$ cat src/rtl/core/grid_ray_dda_setup_defines.svh
// ----------------------------------------------------------------------------
// grid_ray_dda_setup_defines
// Assertion macros for the ray setup block.
// ----------------------------------------------------------------------------
`ifndef GRID_RAY_DDA_SETUP_DEFINES_SVH
`define GRID_RAY_DDA_SETUP_DEFINES_SVH
// property must hold on every cycle out of reset
`define GRD_ASSERT(label, prop, msg) \
  label: assert property (@(posedge clk) disable iff (rst) (prop)) else $error(msg);
// implication, consequent checked in the next cycle
`define GRD_ASSERT_NEXT(label, ante, cons, msg) \
  label: assert property (@(posedge clk) disable iff (rst) (ante) |=> (cons)) else $error(msg);
`endif

$ cat src/rtl/core/grd_pkg.sv
// ----------------------------------------------------------------------------
// grd_pkg
// Shared constants and types for the grid ray setup pipeline.
// ----------------------------------------------------------------------------
`default_nettype none
package grd_pkg;
  localparam int FracBits = 16;
  localparam int ColW = 12;
  localparam int PosW = 24;
  localparam int VecW = 18;
  localparam int RayW = 19;
  localparam int WidW = 13;
  localparam int CamW = 32;
  localparam int SqW = 38;
  localparam int LenW = 19;
  localparam int NumW = LenW + FracBits;
  localparam int QW = 32;
  // camera numerator 2*col << F
  localparam int CamNW = ColW + 1 + FracBits;
  // root payload carries both ray components
  localparam int SqPayW = 2 * RayW;

  localparam logic [2:0] RegPosX = 3'd0;
  localparam logic [2:0] RegPosY = 3'd1;
  localparam logic [2:0] RegDirX = 3'd2;
  localparam logic [2:0] RegDirY = 3'd3;
  localparam logic [2:0] RegPlaneX = 3'd4;
  localparam logic [2:0] RegPlaneY = 3'd5;
  localparam logic [2:0] RegWidth = 3'd6;

  typedef struct packed {
    logic [PosW-1:0] pos_x;
    logic [PosW-1:0] pos_y;
    logic signed [VecW-1:0] dir_x;
    logic signed [VecW-1:0] dir_y;
    logic signed [VecW-1:0] plane_x;
    logic signed [VecW-1:0] plane_y;
    logic [WidW-1:0] width;
  } cfg_t;
endpackage
`default_nettype wire

$ cat src/rtl/core/grd_sqrt.sv
// ----------------------------------------------------------------------------
// grd_sqrt
// Pipelined integer square root, one result bit per stage.
// ----------------------------------------------------------------------------
`default_nettype none
module grd_sqrt
  import grd_pkg::*;
(
  input  wire logic              clk,
  input  wire logic              rst,
  input  wire logic              en,
  input  wire logic              in_valid,
  input  wire logic [SqW-1:0]    rad,
  input  wire logic [SqPayW-1:0] in_pay,
  output logic                   out_valid,
  output logic [LenW-1:0]        root,
  output logic [SqPayW-1:0]      out_pay
);
  logic              v [LenW+1];
  logic [SqW-1:0]    x [LenW+1];
  logic [LenW-1:0]   rr[LenW+1];
  logic [LenW+1:0]   rm[LenW+1];
  logic [SqPayW-1:0] p [LenW+1];

  assign v[0] = in_valid;
  assign x[0] = rad;
  assign rr[0] = '0;
  assign rm[0] = '0;
  assign p[0] = in_pay;

  for (genvar i = 0; i < LenW; i++) begin : g_st
    logic [LenW+1:0] tr;
    logic [LenW+1:0] tt;
    logic [LenW+1:0] df;
    assign tr = {rm[i][LenW-1:0], x[i][SqW-1:SqW-2]};
    assign tt = {rr[i], 2'b01};
    assign df = tr - tt;
    always_ff @(posedge clk) begin
      if (rst) begin
        v[i+1] <= 1'b0;
      end else if (en) begin
        v[i+1] <= v[i];
      end
      if (en) begin
        p[i+1] <= p[i];
        x[i+1] <= {x[i][SqW-3:0], 2'b00};
        if (tr >= tt) begin
          rm[i+1] <= df;
          rr[i+1] <= {rr[i][LenW-2:0], 1'b1};
        end else begin
          rm[i+1] <= tr;
          rr[i+1] <= {rr[i][LenW-2:0], 1'b0};
        end
      end
    end
  end

  assign out_valid = v[LenW];
  assign root = rr[LenW];
  assign out_pay = p[LenW];
endmodule
`default_nettype wire

$ cat config.mk
export PLATFORM = sky130hd
export DESIGN_NAME = grd_sqrt
export DESIGN_NICKNAME = d
export VERILOG_FILES = /design/src/rtl/core/grid_ray_dda_setup_defines.svh /design/src/rtl/core/grd_pkg.sv /design/src/rtl/core/grd_sqrt.sv
export SDC_FILE = /design/constraint.sdc
export NUM_CORES = 2
export LEC_CHECK = 0
export ABC_AREA = 1
export BUFFER_PORTS_ARGS = -buffer_cell sky130_fd_sc_hd__buf_2
export CORE_UTILIZATION = 65
export CTS_BUF_LIST = sky130_fd_sc_hd__clkbuf_16
export DETAILED_ROUTE_END_ITERATION = 10
export PLACE_DENSITY = 0.85
export REMOVE_ABC_BUFFERS = 1
export SLEW_MARGIN = 15
export SYNTH_ARGS = -nofsm -noshare
export SYNTH_HDL_FRONTEND = slang
export SYNTH_SLANG_ARGS = --single-unit
$ cat constraint.sdc
create_clock -name clk -period 3.5 [get_ports clk]
set_clock_uncertainty 0.2 [all_clocks]
set_input_delay 0 -clock clk [delete_from_list [all_inputs] [get_ports clk]]
set_output_delay 0 -clock clk [all_outputs]
set_load 0.01 [all_outputs]
## Word level (Yosys, flattened, before mapping)

Cells that the tools add are included.

- Register bits: 1599
- Input bits: 80
- Output and inout port bits: 58
- Logic and storage cells: 168

- Add/sub/neg operators: 18
- Order comparisons: 19
- Mux-type cells: 37

Operators with widths:

| cell | count |
|---|---|
| two-way mux 19 bit | 17 |
| greater-or-equal comparator 21 x 10 -> 1 bit | 1 |
| greater-or-equal comparator 21 x 11 -> 1 bit | 1 |
| greater-or-equal comparator 21 x 12 -> 1 bit | 1 |
| greater-or-equal comparator 21 x 13 -> 1 bit | 1 |
| greater-or-equal comparator 21 x 14 -> 1 bit | 1 |
| greater-or-equal comparator 21 x 15 -> 1 bit | 1 |
| greater-or-equal comparator 21 x 16 -> 1 bit | 1 |
| greater-or-equal comparator 21 x 17 -> 1 bit | 1 |
| greater-or-equal comparator 21 x 18 -> 1 bit | 1 |
| greater-or-equal comparator 21 x 19 -> 1 bit | 1 |
| greater-or-equal comparator 21 x 20 -> 1 bit | 1 |
| greater-or-equal comparator 21 x 3 -> 1 bit | 1 |
| greater-or-equal comparator 21 x 4 -> 1 bit | 1 |
| greater-or-equal comparator 21 x 5 -> 1 bit | 1 |
| greater-or-equal comparator 21 x 6 -> 1 bit | 1 |
| greater-or-equal comparator 21 x 7 -> 1 bit | 1 |
| greater-or-equal comparator 21 x 8 -> 1 bit | 1 |
| greater-or-equal comparator 21 x 9 -> 1 bit | 1 |
| two-way mux 1 bit | 19 |
| subtractor 19 x 10 -> 19 bit | 1 |
| subtractor 19 x 11 -> 19 bit | 1 |
| subtractor 19 x 12 -> 19 bit | 1 |
| subtractor 19 x 13 -> 19 bit | 1 |
| other kinds (16) | 16 |

## Depth between registers and ports, before layout

- Depth in word-level cells: 2
- Mapped depth: 15
- Depth with buffers taken out: 14

## Least setup slack after synthesis

Ideal clock, no wire load.

- Kind: flip-flop to flip-flop
- From: reg rm (netlist bit g_st[1].tr[2])
- To: reg rm (netlist bit g_st[2].tr[6]), data pin
- Library setup time: 0.266 ns
- Arrival time: 1.778 ns
- Data required time: 3.034 ns
- Slack: 1.256 ns
- Stages on the path, launching flop included: 9
- Buffers on the path: 1
- Clock period less this slack: 2.244 ns
- Cells stage by stage: edfxtp_1 -> ha_1 -> or2_2 -> nor3_1 -> ha_1 -> and2_1 -> clkbuf_1 -> nor3_1 -> xor2_1

- Word-level cells in the longest chain between the ends: 2
- Elaborated cells between the ends (all ways): 3
- Classes of those cells: add/sub (1); order compare (1); mux (1)

Ends and longest elaborated chain:

| what | line | RTL |
|---|---|---|
| from (decl) | grd_sqrt.sv:22 | `logic [LenW+1:0] rm[LenW+1];` |
| from (signal, indexed assignment) | grd_sqrt.sv:51 | `rm[i+1] <= tr;` |
| greater-or-equal comparator 21 x 3 -> 1 bit / subtractor 5 x 4 -> 6 bit (equally long branches) | grd_sqrt.sv:47, grd_sqrt.sv:37 |  |
| two-way mux 19 bit * | grd_sqrt.sv:47 | `if (tr >= tt) begin` |

Every way passes the cells marked *; elsewhere a longest branch is shown, timed or not.
A chain may end at the register's enable or synchronous reset.

## Worst setup path in the final report

- From: reg rr (netlist bit g_st[7].tt[2])
- To: reg rm (netlist bit g_st[8].tr[7]), data pin

- Word-level cells in the longest chain between the ends: 2
- Elaborated cells between the ends (all ways): 3
- Classes of those cells: add/sub (1); order compare (1); mux (1)

Ends and longest elaborated chain:

| what | line | RTL |
|---|---|---|
| from (decl) | grd_sqrt.sv:21 | `logic [LenW-1:0] rr[LenW+1];` |
| from (signal, indexed assignment) | grd_sqrt.sv:49 | `rr[i+1] <= {rr[i][LenW-2:0], 1'b1};` |
| from (signal, indexed assignment) | grd_sqrt.sv:52 | `rr[i+1] <= {rr[i][LenW-2:0], 1'b0};` |
| subtractor 19 x 9 -> 19 bit / greater-or-equal comparator 21 x 9 -> 1 bit (equally long branches) | grd_sqrt.sv:37, grd_sqrt.sv:47 |  |
| two-way mux 19 bit * | grd_sqrt.sv:47 |  |

Marked as above.

==> run_results.csv <==
group,metric,value,unit
clock_network,clock_tree.buffer_depth,3,
critical_path,cpMaxStageDelayCell,"nor2_4",
power,p_switching,12.1,mW
sta,slew_viol_final,0,
drt,wl_per_cell,18.3,µm
status,outcome,"complete, no violations",
layout,area_growth,13.6,%
drt,vias,39800,
yosys,synth.avg_cell_area,12.2,µm²
grt,track_usage,26.5,%
clock_network,cts_tree,"yes",
layout,fin_area,75500,µm²
grt,antenna_found_initial,2,
yosys,syn_inst,5442,
yosys,seq_area_frac_synth,71.4,%
clock_network,root_buffer,"clkbuf_16",
critical_path,path_depth,10,
clock_network,cts-buffers-inserted,156,
die,ioPinCount,138,
power,peakVddDrop,0.619,mV
placement,place.gp.congestion,0.938,
layout,final_common_cell,"edfxtp_1",
yosys,yosysWarnings,0,
critical_path,cp.required,3.75,ns
yosys,synth_edf_count,1567,
die,dieArea,104000,µm²
die,dieHeight,322,µm
clock_network,clk_pin_slew,0.06,ns
power,powerDensity,612,nW/µm²
critical_path,critical-path-top-delay-family,"simple AND/OR/NAND/NOR gates",
die,die-width,322,µm
sta,finalCritPeriodShare,83.5,%
power,power_frac_seq,51.3,%
critical_path,crit_buf_inv,1,
clock_network,clk_latency,0.79,ns
sta,min_period,2.92,ns
layout,antenna_cells,0,
placement,io_buffer_count,137,
yosys,synth_seq_cells,1586,
placement,dp.final_hpwl,85500,µm
yosys,syn_area,66500,µm²
drt,dr.pass1.iters,6,
worst_hold_path,hold_depth,2,
sta,setup-violations-final,0,
drt,ant_nets,0,
layout,mostFrequentLayoutCells,"edfxtp_1, nand2_1, inv_1",
drt,viasPerCell,5.42,
placement,placed_cell_area,68800,µm²
sta,finalSetupTns,0,ns
layout,regArea,47400,µm²
critical_path,rr_worst_depth,10,
grt,grt_pass1_vias,39900,
critical_path,worstPathCellList,"inv_1 > ha_1 > a21oi_1 > nand2_1 > nand2_1 > nand2_1 > nand2_1 > nand2_1 > nor2_4 > o21ai_1",
clock_network,cts-resized-gates,0,
die,start_util,66.0,%
grt,overflow,0,
power,switching_share,26.2,%
drt,drt-initial-drc-count,3355,
critical_path,worstPathArrival,3.17,ns
critical_path,cpPeakStageDelay,0.47,ns
sta,rsz0062_at_grt,"false",
sta,max_freq,342,MHz
sta,hold_slack,0.148,ns
grt,grt_pass1_wl,211000,µm
critical_path,start_kind,"flip-flop",
layout,multi_input_area,15600,µm²
job,drv_cap,0,
sta,worst_pin_slew,0.712,ns
critical_path,worst-path-max-fanout,23,
critical_path,critPathCaptureType,"flip-flop",
die,coreArea,101000,µm²
layout,fin_nets,6153,
critical_path,cpMostUsedCell,"nand2_1",
layout,drive_gt1_share,9.12,%
critical_path,worstSetupPathType,"flip-flop to flip-flop",
power,p_clk_share,35.6,%
grt,grt_max_degree,117,
clock_network,cts_max_level,4,
power,intPower,34.1,mW
drt,wl,135000,µm
clock_network,numClockSinks,1586,
sta,relSlewSlack,52.5,%
yosys,synth_ff_type,"edfxtp_1",
power,p_leak,31.3,nW
layout,fillCellCount,6426,
yosys,ys_types,51,
power,comb_power_share,13.1,%
worst_hold_path,min_path_type,"input pin to flip-flop",
yosys,ys_async_sr_fraction,0,%
die,std_cell_rows,116,
sta,hold_violations,0,
drt,drc,0,
-- metal layers --
layer	track usage, %	vias up	part of all wire [%]
met5	0	-	0.0097
met2	46.3	1356	51
met1	33.0	18900	40
met4	10.3	2	3.5
met3	4.30	337	5.5
li1	-	19200	-
-- worst register-to-register path, cell delays in order, from the launching register on --
cell and delay [ns]:
edfxtp_1 0.41, inv_1 0.12, ha_1 0.30, a21oi_1 0.22
nand2_1 0.17, nand2_1 0.09, nand2_1 0.14, nand2_1 0.14
nand2_1 0.11, nor2_4 0.47, o21ai_1 0.24
-- final timing paths --
kind	slack, ns	endpoint	from
worst min register to register	0.20	p[578]	p[616]
worst max register to register	0.58	g_st[8].tr[7]	g_st[7].tt[2]
worst max-delay path	0.58	g_st[8].tr[7]	g_st[7].tt[2]
worst min-delay path	0.15	p[617]	en
-- power groups by stage --
stage / registers [mW] / clock network, mW / logic [mW]
finish: 23.7 / 16.4 / 6.06
floorplan: 23.7 / 0 / 3.99
CTS: 23.7 / 16.7 / 5.98
global route: 23.8 / 17.4 / 6.80
detailed placement: 24.0 / 0 / 5.76
global placement: 23.9 / 0 / 5.66
-- state kept, by name (all words and copies together), names as in the netlist --
register,flops
p,684
g_st.tr,349
x,306
g_st.tt,171
out_pay,38
root,19
v,18
out_valid,1
-- cells by family (layout without fill, tap and decap cells) --
group | Yosys count | in the layout | share of synthesized area (%)
and+or+nand+nor | 2340 | 2340 | 14.8
AOI/OAI and AO/OA | 354 | 354 | 2.94
buffers and inverters | 815 | 1360 | 5.12
adders and majority gates | 208 | 208 | 3.92
other | 1 | 1 | 0.00564
xor gates and xnor gates | 138 | 138 | 1.82
DFF | 1586 | 1586 | 71.4
-- metrics by stage --
| step | total power [mW] | worst slack [ns] | utilization [%] | instances |
|---|---|---|---|---|
| floorplan | 27.7 | 1.24 | - | 5362 |
| global placement | 29.6 | 0.751 | 68.3 | 6903 |
| detailed placement | 29.8 | 0.727 | 68.3 | 6903 |
| CTS | 46.3 | 0.682 | 74.9 | 7344 |
| global route | 48.0 | 0.386 | 74.9 | 7344 |
| finish | 46.2 | 0.578 | 74.9 | 7344 |
-- synth_stat cells, types with 12 or more instances --
cell type	n	share of area [%]
o21ai_1	29	0.22
dfxtp_1	19	0.57
inv_2	23	0.13
edfxtp_1	1567	71
nand2_1	1503	8.5
o21ai_0	98	0.74
nand3_1	272	2.0
inv_1	708	4.0
buf_4	51	0.58
xnor2_1	36	0.47
a21oi_1	180	1.4
nand4_1	40	0.38
xor2_1	102	1.3
nor2_1	348	2.0
or2_2	12	0.11
a21oi_2	24	0.32
buf_6	19	0.32
nand2_2	20	0.19
nor2_2	13	0.12
nor3_1	41	0.31
nand3b_1	43	0.49
ha_1	208	3.9
-- cell type report --
class,instances,area share [%]
clock inverters,123,1.47
inverters,735,3.67
well taps,1357,2.25
repair buffers,345,3.86
flip-flops and latches,1586,62.9
clock buffers,157,5.21
multi-input cells,3041,20.7
-- what timing repair did --
action                                 4_1_cts  5_1_grt
endpoints found under the hold margin     1011        0
hold buffers                               161        0
buffers inserted                             0        0
No activity file was read; power rests on OpenSTA's default activity.
